==> src/hdl/conv3x3_valid_stream_defines.svh <==
// ---------------------------------------------------------------------------
// conv3x3_valid_stream assertion macros
// Shared concurrent assertion helpers, sampled on clk, quiet in reset.
// ---------------------------------------------------------------------------
`ifndef CONV3X3_VALID_STREAM_DEFINES_SVH
`define CONV3X3_VALID_STREAM_DEFINES_SVH

// same-cycle implication
`define C3X3_ASSERT_NOW(lbl, ante, cons, msg) \
  lbl: assert property (@(posedge clk) disable iff (!rst_n) (ante) |-> (cons)) else $error(msg);

// next-cycle implication
`define C3X3_ASSERT_NEXT(lbl, ante, cons, msg) \
  lbl: assert property (@(posedge clk) disable iff (!rst_n) (ante) |=> (cons)) else $error(msg);

`endif

==> src/hdl/c3x3_pkg.sv <==
// ---------------------------------------------------------------------------
// c3x3_pkg
// Constants, register codes and shared types of the 3x3 convolution block.
// ---------------------------------------------------------------------------
package c3x3_pkg;

  localparam int MAX_WIDTH_DEF  = 4096;
  localparam int PIXEL_BITS_DEF = 8;

  localparam int KROW_W     = 24;
  localparam int COEF_W     = 8;
  localparam int IMG_W_BITS = 13;
  localparam int IMG_H_BITS = 16;
  localparam int OUT_W      = 20;
  localparam int TAPS       = 9;

  localparam int CFG_IDX_W  = 3;
  localparam int CFG_DATA_W = 24;

  localparam logic [CFG_IDX_W-1:0] CFG_KERNEL_TOP    = 3'd0;
  localparam logic [CFG_IDX_W-1:0] CFG_KERNEL_MIDDLE = 3'd1;
  localparam logic [CFG_IDX_W-1:0] CFG_KERNEL_BOTTOM = 3'd2;
  localparam logic [CFG_IDX_W-1:0] CFG_IMAGE_WIDTH   = 3'd3;
  localparam logic [CFG_IDX_W-1:0] CFG_IMAGE_HEIGHT  = 3'd4;

  localparam logic [IMG_W_BITS-1:0] IMG_W_RESET = 13'd4096;
  localparam logic [IMG_H_BITS-1:0] IMG_H_RESET = 16'd4096;

  localparam int QUEUE_DEPTH = 4;
  localparam int LVL_W       = $clog2(QUEUE_DEPTH + 1);

  typedef struct packed {
    logic [LVL_W-1:0] level;
  } q_stat_t;

  typedef logic [KROW_W-1:0] krow_t;

endpackage

==> src/hdl/c3x3_fifo.sv <==
// ---------------------------------------------------------------------------
// c3x3_fifo
// Short queue between front and back; holds one window per transaction.
// ---------------------------------------------------------------------------
`include "conv3x3_valid_stream_defines.svh"

module c3x3_fifo #(
  parameter int DATA_W = 73
) (
  input  logic              clk,
  input  logic              rst_n,
  input  logic              push,
  input  logic [DATA_W-1:0] push_data,
  input  logic              pop,
  output logic [DATA_W-1:0] head_data,
  output c3x3_pkg::q_stat_t q_stat
);
  import c3x3_pkg::*;

  localparam int PTR_W = $clog2(QUEUE_DEPTH);

  logic [DATA_W-1:0] slot_r [QUEUE_DEPTH];
  logic [PTR_W-1:0]  wr_ptr_r, wr_ptr_nxt;
  logic [PTR_W-1:0]  rd_ptr_r, rd_ptr_nxt;
  logic [LVL_W-1:0]  level_r, level_nxt;

  always_comb begin
    wr_ptr_nxt = push ? wr_ptr_r + PTR_W'(1) : wr_ptr_r;
    rd_ptr_nxt = pop  ? rd_ptr_r + PTR_W'(1) : rd_ptr_r;
    level_nxt  = level_r + LVL_W'(push) - LVL_W'(pop);
  end

  always_ff @(posedge clk) begin
    if (!rst_n) begin
      wr_ptr_r <= '0;
      rd_ptr_r <= '0;
      level_r  <= '0;
    end else begin
      wr_ptr_r <= wr_ptr_nxt;
      rd_ptr_r <= rd_ptr_nxt;
      level_r  <= level_nxt;
    end
  end

  always_ff @(posedge clk) begin
    if (push) begin
      slot_r[wr_ptr_r] <= push_data;
    end
  end

  assign head_data    = slot_r[rd_ptr_r];
  assign q_stat.level = level_r;

  `C3X3_ASSERT_NOW(a_no_overflow, push && !pop, level_r < LVL_W'(QUEUE_DEPTH), "queue overflow")
  `C3X3_ASSERT_NOW(a_no_underflow, pop, level_r != '0, "pop from empty queue")
  `C3X3_ASSERT_NEXT(a_level_track, push && !pop, level_r == $past(level_r) + LVL_W'(1),
                    "queue level lost a push")
endmodule

==> config.mk <==
export PLATFORM = sky130hd
export DESIGN_NAME = c3x3_fifo
export DESIGN_NICKNAME = d
export VERILOG_FILES = /design/src/hdl/c3x3_pkg.sv /design/src/hdl/c3x3_fifo.sv
export VERILOG_INCLUDE_DIRS = /design/src /design/src/hdl
export SDC_FILE = /design/constraint.sdc
export NUM_CORES = 1
export LEC_CHECK = 0
export BUFFER_PORTS_ARGS = -buffer_cell sky130_fd_sc_hd__buf_4
export CAP_MARGIN = 0
export CORE_UTILIZATION = 57
export DETAILED_ROUTE_END_ITERATION = 16
export PLACE_DENSITY = 0.79
export SLEW_MARGIN = 20
export SYNTH_ARGS = -nofsm -noshare
export SYNTH_HDL_FRONTEND = slang
export SYNTH_SLANG_ARGS = --single-unit
==> constraint.sdc <==
create_clock -name clk -period 3.55 [get_ports clk]
set_input_delay 0.1775 -clock clk [delete_from_list [all_inputs] [get_ports clk]]
set_output_delay 0.1775 -clock clk [all_outputs]
set_load 0.01 [all_outputs]
==> impl_results.md <==
- CTS tree: yes
- Number of antenna violations at the first check in global routing: 0
- Drt drc: 0
- Slew HR: 26.2%
- Area grow syn2layout: 27.6%
- Final Cycle Share: 75.4%
- Vias/cell: 5.43
- Top_reg_cell synth: edfxtp_1
- Max-Cap Viols: 0
- Fin. max-slew vios: 0
- Initial Util: 58.6%
- WL final: 19,800 um
- End point of the critical path: head_data[17]
- Final net count: 755
- Flop2flop setup slack: 1.76 ns
- Clock buffer depth: 3
- N_diodes: 0
- Rows: 50
- Post-Syn Nets: 506
- Pin count of the biggest net entering global routing: 74
- GRT Util Overall: 20.7%
- Worst setup EP type: output port
- Die ar.: 19,900 um2
- Final hold violation count: 0
- Core Area: 18,800 um2
- Die X-Extent: 141 um
- FF-to-FF Start: wr_ptr_r[0]
- Mapped Cells: 422
- Power Density: 559 nW/um2
- Worst slew pin tran: 1.11 ns
- Die Y: 141 um
- Post-Syn Area per Cell: 26.2 um2
- Most frequent cells in the layout: 292 x edfxtp_1, 153 x buf_4, 76 x dlygate4sd3_1
- Outcome: complete, no violations
- Pre-antenna DRT Iters: 4
- Worst endpoint required time: 3.37 ns
- Hold Crit Class: in2reg
- Max IR drop VDD: 0.417 mV
- Most common cell after layout, fill and taps aside: edfxtp_1
- Multi-input gate area: 1880 um2
- Storage cell area: 8960 um2
- Fraction of registers with async set/reset: 0%
- Critical Path Fanout Max: 26
- Finish-stage setup viols: 0
- Clock-pin slew on the worst setup and hold paths: 0.06 ns
- EDFF count, synth: 292
- Vias in the first global route: 5,717
- Total gr overflow: 0
- R2R cell count: 4
- Detail Route Antenna Nets: 0
- Clock H-tree levels: 1
- Initial DRC count: 301
- Synth Cell Area: 11,000 um2
- Final TNS setup: 0 ns
- Minimum clock period: 2.68 ns
- Post-Place Worst Slack: 1.37 ns
- P_leak: 0.00483 uW
- # fillers: 1,044
- Sequential share of the synthesized area: 81.1%
- Clock buffer count from CTS: 29
- Yosys cell types: 19
- Yosys reg bits: 301
- Number of port buffers: 152
- Warnings from Yosys: 0
- Worst-Skew Late Latency: 0.52 ns
- Hold Startpoint: push_data[4]
- Final setup margin: 0.874 ns
- Final HPWL DP: 10,600 um
- FMAX: 374 MHz
- DR vias: 5,150
- Placer Congestion: 0.686
- Routed len/inst: 20.8 um
- # clock sinks: 301
- CTS root buf: clkbuf_16
- Startpoint Class: flop
- RSZ-0062 raised after global routing: no
- Setup CP Type: reg2out
- Layout cells sized above 1: 40.1%
- Crit path DAT: 2.50 ns
- Ports: 153
- First-pass GRT wire length: 30,900 um
- RR Endpoint: slot_r[2][51]
- Clk_skew: 0.00804 ns
final cells by class:
class | instances | area share (%)
inverters | 7 | 0.187
repair buffers | 234 | 14.4
multi-input cells | 98 | 13.4
well taps | 260 | 2.31
clock inverters | 15 | 0.871
clock buffers | 34 | 5.29
flip-flops and latches | 301 | 63.6
where the power goes:
part | total, uW | leakage [uW] | internal (uW) | switching [uW]
clock network | 2830 | 0.000431 | 1630 | 1200
logic | 877 | 0.00164 | 500 | 377
registers | 4170 | 0.00276 | 4080 | 85.3
synthesized netlist by cell type (2+ instances only):
cell	count	share of area, %
edfxtp_1	292	79
and2_1	6	0.34
buf_12	7	1.3
ha_1	6	0.68
xnor2_1	2	0.16
inv_1	7	0.24
buf_2	7	0.32
dfxtp_1	9	1.6
nor2_1	5	0.17
mux4_2	72	15
worst min path at each step:
stage | end | cells past startpoint | slack, ns
CTS | slot_r[3][19] | 2 | 0.37
global route | slot_r[0][21] | 2 | 0.38
floorplan | slot_r[0][0] | 0 | 0.28
finish | slot_r[0][4] | 2 | 0.39
global placement | slot_r[0][19] | 1 | 0.38
detailed placement | slot_r[1][11] | 1 | 0.38
logic make-up (layout without fill, tap and decap cells):
group	Yosys count	in the layout	synth area share [%]
XOR/XNOR	3	3	0.374
multiplexers	74	74	15.0
adder cells (fa/ha/maj)	7	7	0.861
AO/OA/AOI/OAI	2	2	0.136
flip-flops	301	301	81.1
AND/OR/NAND/NOR	12	12	0.578
buffers and inverters	23	290	1.97
state kept, by name (all words and copies together) (netlist names), named ones only:
register	flops
wr_ptr_r	2
rd_ptr_r	2
q_stat	3
slot_r	292
metal layers:
| layer | vias to the layer above | track usage, % | wire [um] |
|---|---|---|---|
| li1 | 2293 | - | - |
| met1 | 2670 | 26.6 | 8060 |
| met2 | 157 | 36.1 | 10200 |
| met3 | 30 | 4.62 | 1180 |
| met4 | 0 | 4.86 | 332 |
| met5 | - | 0 | 0 |
repair_timing:
| action | 4_1_cts | 5_1_grt |
|---|---|---|
| resized for setup | 0 | 0 |
| hold endpoints to repair | 301 | 0 |
| setup buffers | 0 | 0 |
| setup endpoints to repair | 0 | 0 |
| hold buffers | 76 | 0 |
worst max-delay path, cell delays in order, from the launching register on:
cell	delay (ns)
dfxtp_4	0.69
buf_4	0.50
mux4_2	0.60
buf_4	0.17
per-stage QoR:
stage	power (uW)	cell area, um2	hold WS [ns]	instances	utilization (%)
5_1_grt	8130	14100	0.383	949	74.8
3_5_place_dp	5050	12400	0.380	820	65.6
2_1_floorplan	4670	11000	0.276	422	-
3_3_place_gp	5020	12400	0.375	820	65.6
6_report	7870	14100	0.394	949	74.8
4_1_cts	7920	14000	0.375	945	74.3
Power figures use the tool's default switching activity.
