===== config.mk =====
export PLATFORM = sky130hd
export DESIGN_NAME = c3x3_back_flat
export DESIGN_NICKNAME = d
export VERILOG_FILES = /design/src/hdl/conv3x3_valid_stream_defines.svh /design/src/hdl/c3x3_pkg.sv /design/src/hdl/c3x3_if.sv /design/src/hdl/c3x3_back.sv /design/src/flat_wrapper.sv
export SDC_FILE = /design/constraint.sdc
export NUM_CORES = 2
export LEC_CHECK = 0
export ABC_AREA = 1
export BUFFER_PORTS_ARGS = -buffer_cell sky130_fd_sc_hd__buf_2
export CORE_MARGIN = 1
export CORE_UTILIZATION = 60
export DETAILED_ROUTE_END_ITERATION = 12
export PLACE_DENSITY = 0.83
export SYNTH_ARGS = -nofsm -noshare
export SYNTH_HDL_FRONTEND = slang
export SYNTH_SLANG_ARGS = --single-unit

===== constraint.sdc =====
create_clock -name clk -period 13.4 [get_ports clk]
set_clock_uncertainty 0.05 [all_clocks]
set_input_delay 1.34 -clock clk [delete_from_list [all_inputs] [get_ports clk]]
set_output_delay 1.34 -clock clk [all_outputs]
set_load 0.005 [all_outputs]

===== src/hdl/conv3x3_valid_stream_defines.svh =====
// ---------------------------------------------------------------------------
// conv3x3_valid_stream assertion macros
// Shared concurrent assertion helpers, sampled on clk, quiet in reset.
// ---------------------------------------------------------------------------
`ifndef CONV3X3_VALID_STREAM_DEFINES_SVH
`define CONV3X3_VALID_STREAM_DEFINES_SVH

// same-cycle implication
`define C3X3_ASSERT_NOW(lbl, ante, cons, msg) \
  lbl: assert property (@(posedge clk) disable iff (!rst_n) (ante) |-> (cons)) else $error(msg);

// next-cycle implication
`define C3X3_ASSERT_NEXT(lbl, ante, cons, msg) \
  lbl: assert property (@(posedge clk) disable iff (!rst_n) (ante) |=> (cons)) else $error(msg);

`endif


===== src/hdl/c3x3_pkg.sv =====
// ---------------------------------------------------------------------------
// c3x3_pkg
// Constants, register codes and shared types of the 3x3 convolution block.
// ---------------------------------------------------------------------------
package c3x3_pkg;

  localparam int MAX_WIDTH_DEF  = 4096;
  localparam int PIXEL_BITS_DEF = 8;

  localparam int KROW_W     = 24;
  localparam int COEF_W     = 8;
  localparam int IMG_W_BITS = 13;
  localparam int IMG_H_BITS = 16;
  localparam int OUT_W      = 20;
  localparam int TAPS       = 9;

  localparam int CFG_IDX_W  = 3;
  localparam int CFG_DATA_W = 24;

  localparam logic [CFG_IDX_W-1:0] CFG_KERNEL_TOP    = 3'd0;
  localparam logic [CFG_IDX_W-1:0] CFG_KERNEL_MIDDLE = 3'd1;
  localparam logic [CFG_IDX_W-1:0] CFG_KERNEL_BOTTOM = 3'd2;
  localparam logic [CFG_IDX_W-1:0] CFG_IMAGE_WIDTH   = 3'd3;
  localparam logic [CFG_IDX_W-1:0] CFG_IMAGE_HEIGHT  = 3'd4;

  localparam logic [IMG_W_BITS-1:0] IMG_W_RESET = 13'd4096;
  localparam logic [IMG_H_BITS-1:0] IMG_H_RESET = 16'd4096;

  localparam int QUEUE_DEPTH = 4;
  localparam int LVL_W       = $clog2(QUEUE_DEPTH + 1);

  typedef struct packed {
    logic [LVL_W-1:0] level;
  } q_stat_t;

  typedef logic [KROW_W-1:0] krow_t;

endpackage


===== src/hdl/c3x3_if.sv =====


interface c3x3_res_if ();
  logic                               valid;
  logic                               ready;
  logic signed [c3x3_pkg::OUT_W-1:0]  filtered;
  logic                               frame_end;

  modport source (output valid, output filtered, output frame_end, input ready);
  modport sink   (input valid, input filtered, input frame_end, output ready);
endinterface


===== src/hdl/c3x3_back.sv =====
// ---------------------------------------------------------------------------
// c3x3_back
// Multiply-accumulate pipeline: products, row sums, window sum, output reg.
// ---------------------------------------------------------------------------
module c3x3_back #(
  parameter int PIXEL_BITS = c3x3_pkg::PIXEL_BITS_DEF
) (
  input  logic                               clk,
  input  logic                               rst_n,
  input  c3x3_pkg::krow_t                    kernel_row_top,
  input  c3x3_pkg::krow_t                    kernel_row_middle,
  input  c3x3_pkg::krow_t                    kernel_row_bottom,
  input  c3x3_pkg::q_stat_t                  q_stat,
  input  logic [c3x3_pkg::TAPS*PIXEL_BITS:0] head_data,
  output logic                               pop,
  c3x3_res_if.source                         out_res
);
  import c3x3_pkg::*;

  localparam int PB   = PIXEL_BITS;
  localparam int PW   = PB + 1 + COEF_W;
  localparam int ACCW = (PW > OUT_W) ? PW : OUT_W;

  logic                      adv, q_has;
  logic                      p_v_r, s_v_r, o_v_r;
  logic                      p_fend_r, s_fend_r, o_fend_r;
  logic signed [COEF_W-1:0]  coef [TAPS];
  logic signed [PW-1:0]      prod_r [TAPS];
  logic signed [ACCW-1:0]    rsum_r [3];
  logic signed [ACCW-1:0]    total;
  logic signed [OUT_W-1:0]   o_sum_r;
  krow_t                     krow [3];

  assign krow[0] = kernel_row_top;
  assign krow[1] = kernel_row_middle;
  assign krow[2] = kernel_row_bottom;

  always_comb begin
    for (int k = 0; k < TAPS; k++) begin
      coef[k] = $signed(krow[k / 3][(k % 3)*COEF_W +: COEF_W]);
    end
  end

  assign q_has = q_stat.level != '0;
  assign adv   = !o_v_r || out_res.ready;
  assign pop   = adv && q_has;

  always_ff @(posedge clk) begin
    if (!rst_n) begin
      p_v_r <= 1'b0;
      s_v_r <= 1'b0;
      o_v_r <= 1'b0;
    end else if (adv) begin
      p_v_r <= q_has;
      s_v_r <= p_v_r;
      o_v_r <= s_v_r;
    end
  end

  assign total = rsum_r[0] + rsum_r[1] + rsum_r[2];

  always_ff @(posedge clk) begin
    if (adv) begin
      for (int k = 0; k < TAPS; k++) begin
        prod_r[k] <= $signed({1'b0, head_data[k*PB +: PB]}) * coef[k];
      end
      p_fend_r <= head_data[TAPS*PB];
      for (int r = 0; r < 3; r++) begin
        rsum_r[r] <= ACCW'(prod_r[r*3]) + ACCW'(prod_r[r*3 + 1]) + ACCW'(prod_r[r*3 + 2]);
      end
      s_fend_r <= p_fend_r;
      o_sum_r  <= total[OUT_W-1:0];
      o_fend_r <= s_fend_r;
    end
  end

  assign out_res.valid     = o_v_r;
  assign out_res.filtered  = o_sum_r;
  assign out_res.frame_end = o_fend_r;
endmodule


===== src/flat_wrapper.sv =====
// flat-port wrapper written by rule: the top's interface ports become plain ports
module c3x3_back_flat import c3x3_pkg::*;
#(
  parameter int PIXEL_BITS = c3x3_pkg::PIXEL_BITS_DEF
)
  (clk, rst_n, kernel_row_top, kernel_row_middle, kernel_row_bottom, q_stat, head_data, pop, out_res_valid, out_res_filtered, out_res_frame_end, out_res_ready);
  c3x3_res_if out_res_i ();
  input  logic clk;
  input  logic rst_n;
  input  c3x3_pkg::krow_t kernel_row_top;
  input  c3x3_pkg::krow_t kernel_row_middle;
  input  c3x3_pkg::krow_t kernel_row_bottom;
  input  c3x3_pkg::q_stat_t q_stat;
  input  logic [c3x3_pkg::TAPS*PIXEL_BITS:0] head_data;
  output logic pop;
  output wire logic [$bits(out_res_i.valid)-1:0] out_res_valid;
  output wire logic [$bits(out_res_i.filtered)-1:0] out_res_filtered;
  output wire logic [$bits(out_res_i.frame_end)-1:0] out_res_frame_end;
  input wire logic [$bits(out_res_i.ready)-1:0] out_res_ready;
  assign out_res_valid = out_res_i.valid;
  assign out_res_filtered = out_res_i.filtered;
  assign out_res_frame_end = out_res_i.frame_end;
  assign out_res_i.ready = out_res_ready;
  c3x3_back #(.PIXEL_BITS(PIXEL_BITS)) u_core (.clk(clk), .rst_n(rst_n), .kernel_row_top(kernel_row_top), .kernel_row_middle(kernel_row_middle), .kernel_row_bottom(kernel_row_bottom), .q_stat(q_stat), .head_data(head_data), .pop(pop), .out_res(out_res_i));
endmodule

==> impl_summary.md <==
Layout
The fraction of the core area covered by cells at the end of the flow is 0.648. The area of the multi-input gates is 21900 sq um. The final layout net count is 5216. Relative to the synthesized area, the layout overhead comes to 6.37%. The flip-flop and latch area is 7060 sq um.

The share of post-route cells with drive strength above 1 is 0.0661. In the layout the commonest cells are inv_1, nand2_1, ha_1. Leaving out fill and tap cells, the most frequent cell in the layout is inv_1. The layout has 4449 filler cells.

GRT
met2 is the most crowded layer. For met2 alone, demand over resource in global routing was 0.455. The via count of the first global-routing pass was 26.0k. The overall global routing resource usage is 0.257.

After global routing the overflow that remains totals 0. The met3 layer usage reported by global route is 0.0261. The number of antenna violations at the first check in global routing came to 4. The pin count of the biggest net entering global routing is 125. The fraction of met1 tracks used by global routing is 0.337.

The wire length of the first global-routing pass is 119000 um.

Floorplan
The initial utilization of the core area, before any placement, comes to 0.609. The core outline area is 55200 sq um. The standard-cell row count is 86. The number of I/O pins is 174.

The vertical die dimension is 239 um. In this run the horizontal extent of the chip is 239 um. The die covers 57000 sq um.

Clocking
The clock passes through at most 3 buffers. The clock transition at the register clock pins on the worst setup and hold paths after CTS is 0.08 ns. The clock latency on the worst-skew pair is 0.54 ns. The post-cts resize count is 0. The clock tree root buffer cell is clkbuf_16. The number of sinks driven by the clock tree is 236. The number of H-tree levels is 1. Buffers inserted to repair hold after CTS numbered 0. TritonCTS built the clock tree. The number of buffers created by CTS is 25. The total setup buffers inserted after CTS is 0.

Synth
The netlist uses 32 different library cells. Counting every net in the synthesized netlist gives 5149. The mapped netlist covers 33600 sq um. The sequential share of the synthesized area is 0.210. Synthesis handed over a netlist of 4135 instances. The synthesis-stage register bit count is 236.

The Yosys step of the flow raised 0 warnings. Dividing the synthesized area by the synthesized cell count gives 8.13 sq um.

Worst setup path
The critical path launch point type is an input port. The number of buffers and inverters on the critical path is 5. On the critical path, the stage with the largest delay is an instance of fa_1. The category of the worst setup path capture point is a flop.

The setup path with the least slack is of type in2reg. The cell with the most instances on the worst path is nand2_1. The biggest fanout along the worst timing path is 9. The cell class contributing the biggest share of worst-path delay is adder cells.

The signal on the critical path passes through buf_2, clkinv_1, or2_2, fa_1, fa_1, inv_1, fa_1, inv_1, fa_1, inv_1, ha_1, a21oi_1, o21ai_2, nand2_1, nand2_2, nand2_1, nand2_1, nand2_1, nand2_1. STA puts the critical path data required time at 13.66 ns. The maximum cell stage delay along the critical path is 0.51 ns. At the worst endpoint, the arrival time is 5.28 ns.

Timing
In the finished design, the share of the clock period the worst path needs comes to 0.375. Measured against its own limit, the worst slew margin works out to 0.408. Setup repair after global routing left no endpoint under its margin.

The worst path in the final design needs a cycle of 5.02 ns, including I/O delays and setup. Setup violations remaining at the end of the flow were counted as 0. The final-report max-slew violation count is 0. The timing-limited maximum frequency is 0.199 GHz. The final hold violation count came to 0. The sum of negative setup slack is 0 ns. The worst-case hold slack is 0.377 ns. For the pin with the worst max-slew slack, the measured transition is 0.888 ns.

Power and ir drop
The portion of total power attributed to sequential cells is 0.203. Of the total power, combinational logic draws 0.717. For this design the static power due to leakage is 0.0213 uW.

The total internal power is 4220 uW. VDD sags by at most 0.169 mV. Of the total power, the share spent switching nets is 0.513.

Of the total power, the clock network draws 0.081. The cell area power density is 242 nW/um^2. The switching power is 4440 uW.

Place
Detailed placement ended at an HPWL of 58100 um. The count of buffers added on input and output ports is 173. Routability-driven placement finished with a final weighted congestion of 0.899.

Detailed routing
The detail route stage leaves a number of antenna-violating nets equal to 0. In the final routed layout, each cell accounts on average for 14.1 um. The average via count per standard cell is 5.15. The routed layout has 25.6k vias. The routed design has 70000 um of wire. The number of remaining DRC errors is 0. The first detailed-routing pass took 8 iterations. In this run, the number of DRC markers left after iteration 0 of detailed routing was 1689.

Outcome
The run finished with clean final reports.

Hold path
The min-delay analysis places its worst path in the category reg2reg.

Run
Max-cap violations in this run came to 0.
[path summary, 6_finish.rpt]
check	startpoint	to	slack, ns	depth (start not counted)
setup / recovery	kernel_row_middle[7]	u_core.prod_r[0][65]	8.38	19
hold reg to reg	u_core.p_fend_r	u_core.s_fend_r	0.38	0
hold / removal	u_core.p_fend_r	u_core.s_fend_r	0.38	0
setup reg to reg	u_core.out_res.valid	u_core.prod_r[0][116]	10.43	5
[layout make-up]
| type | instances | area share |
|---|---|---|
| multi-input combinational | 2650 | 0.611 |
| sequential | 236 | 0.197 |
| inverter | 1114 | 0.117 |
| tap | 748 | 0.0262 |
| timing repair buffer | 175 | 0.0246 |
| clock buffer | 27 | 0.0177 |
| clock inverter | 18 | 0.00508 |
| antenna | 4 | 0.000280 |
[flip-flops by register name, indices dropped and copies added (netlist names)]
signal / cells
u_core.s_v_r: 1
u_core.out_res.frame_end: 1
u_core.out_res.filtered: 20
u_core.rsum_r: 57
u_core.s_fend_r: 1
u_core.prod_r: 153
u_core.out_res.valid: 1
u_core.p_fend_r: 1
u_core.p_v_r: 1
[power by group through the flow]
stage	registers, uW	clock network (uW)	logic [uW]
3_3_place_gp	1760	0	5860
5_1_grt	1790	732	7080
2_1_floorplan	1660	0	4670
4_1_cts	1760	709	6160
3_5_place_dp	1760	0	6080
6_report	1750	699	6210
[cells by family after synthesis]
kind of cell / Yosys count / share of synthesized area
simple gates: 1468 / 0.176
buf+inv: 1249 / 0.140
fa+ha+maj: 863 / 0.412
flops: 236 / 0.210
compound gates: 213 / 0.0350
xor+xnor: 106 / 0.0276
[metal layers]
metal / up-vias / share of wire
met5: - / 0
met2: 769 / 0.49
met4: 0 / 0.028
met1: 12200 / 0.42
li1: 12500 / -
met3: 145 / 0.055
[worst reg2reg max path, stage by stage, from the launching register on]
cell,delay [ns]
dfxtp_1,0.31
inv_1,0.05
nor2_1,0.10
inv_8,0.55
buf_4,0.75
buf_4,0.76
[cells in the mapped netlist]
master / count / area [sq um]
a21boi_0: 3 / 22.5
a21o_1: 10 / 75.1
a21oi_1: 127 / 636
a21oi_2: 1 / 8.76
a31oi_1: 16 / 100
and2_1: 5 / 31.3
and2_2: 1 / 7.51
clkbuf_1: 135 / 507
clkinv_1: 9 / 33.8
dfxtp_1: 3 / 60.1
edfxtp_1: 233 / 7000
fa_1: 407 / 8150
ha_1: 456 / 5710
inv_1: 1105 / 4150
nand2_1: 1085 / 4070
nand2_2: 14 / 87.6
nand3_1: 115 / 576
nand3_2: 5 / 50.1
nand3b_1: 2 / 15.0
nand4_1: 19 / 119
nor2_1: 165 / 619
nor2_2: 1 / 6.26
nor3_1: 28 / 140
o21a_1: 2 / 15.0
o21ai_0: 39 / 195
o21ai_1: 1 / 5.00
o21ai_2: 11 / 96.3
o21bai_1: 2 / 15.0
o31ai_1: 1 / 7.51
or2_2: 28 / 175
xnor2_1: 31 / 272
xor2_1: 75 / 657
[stage by stage]
stage	std cells	total power [uW]	instance area, sq um	setup WS [ns]
floorplan	4135	6330	33600	5.41
global placement	4923	7620	34900	8.06
detailed placement	4923	7840	34900	7.96
CTS	4968	8630	35700	8.43
global route	4972	9590	35700	8.17
finish	4972	8660	35700	8.38
Note: power is estimated with default switching activity, not from simulation.
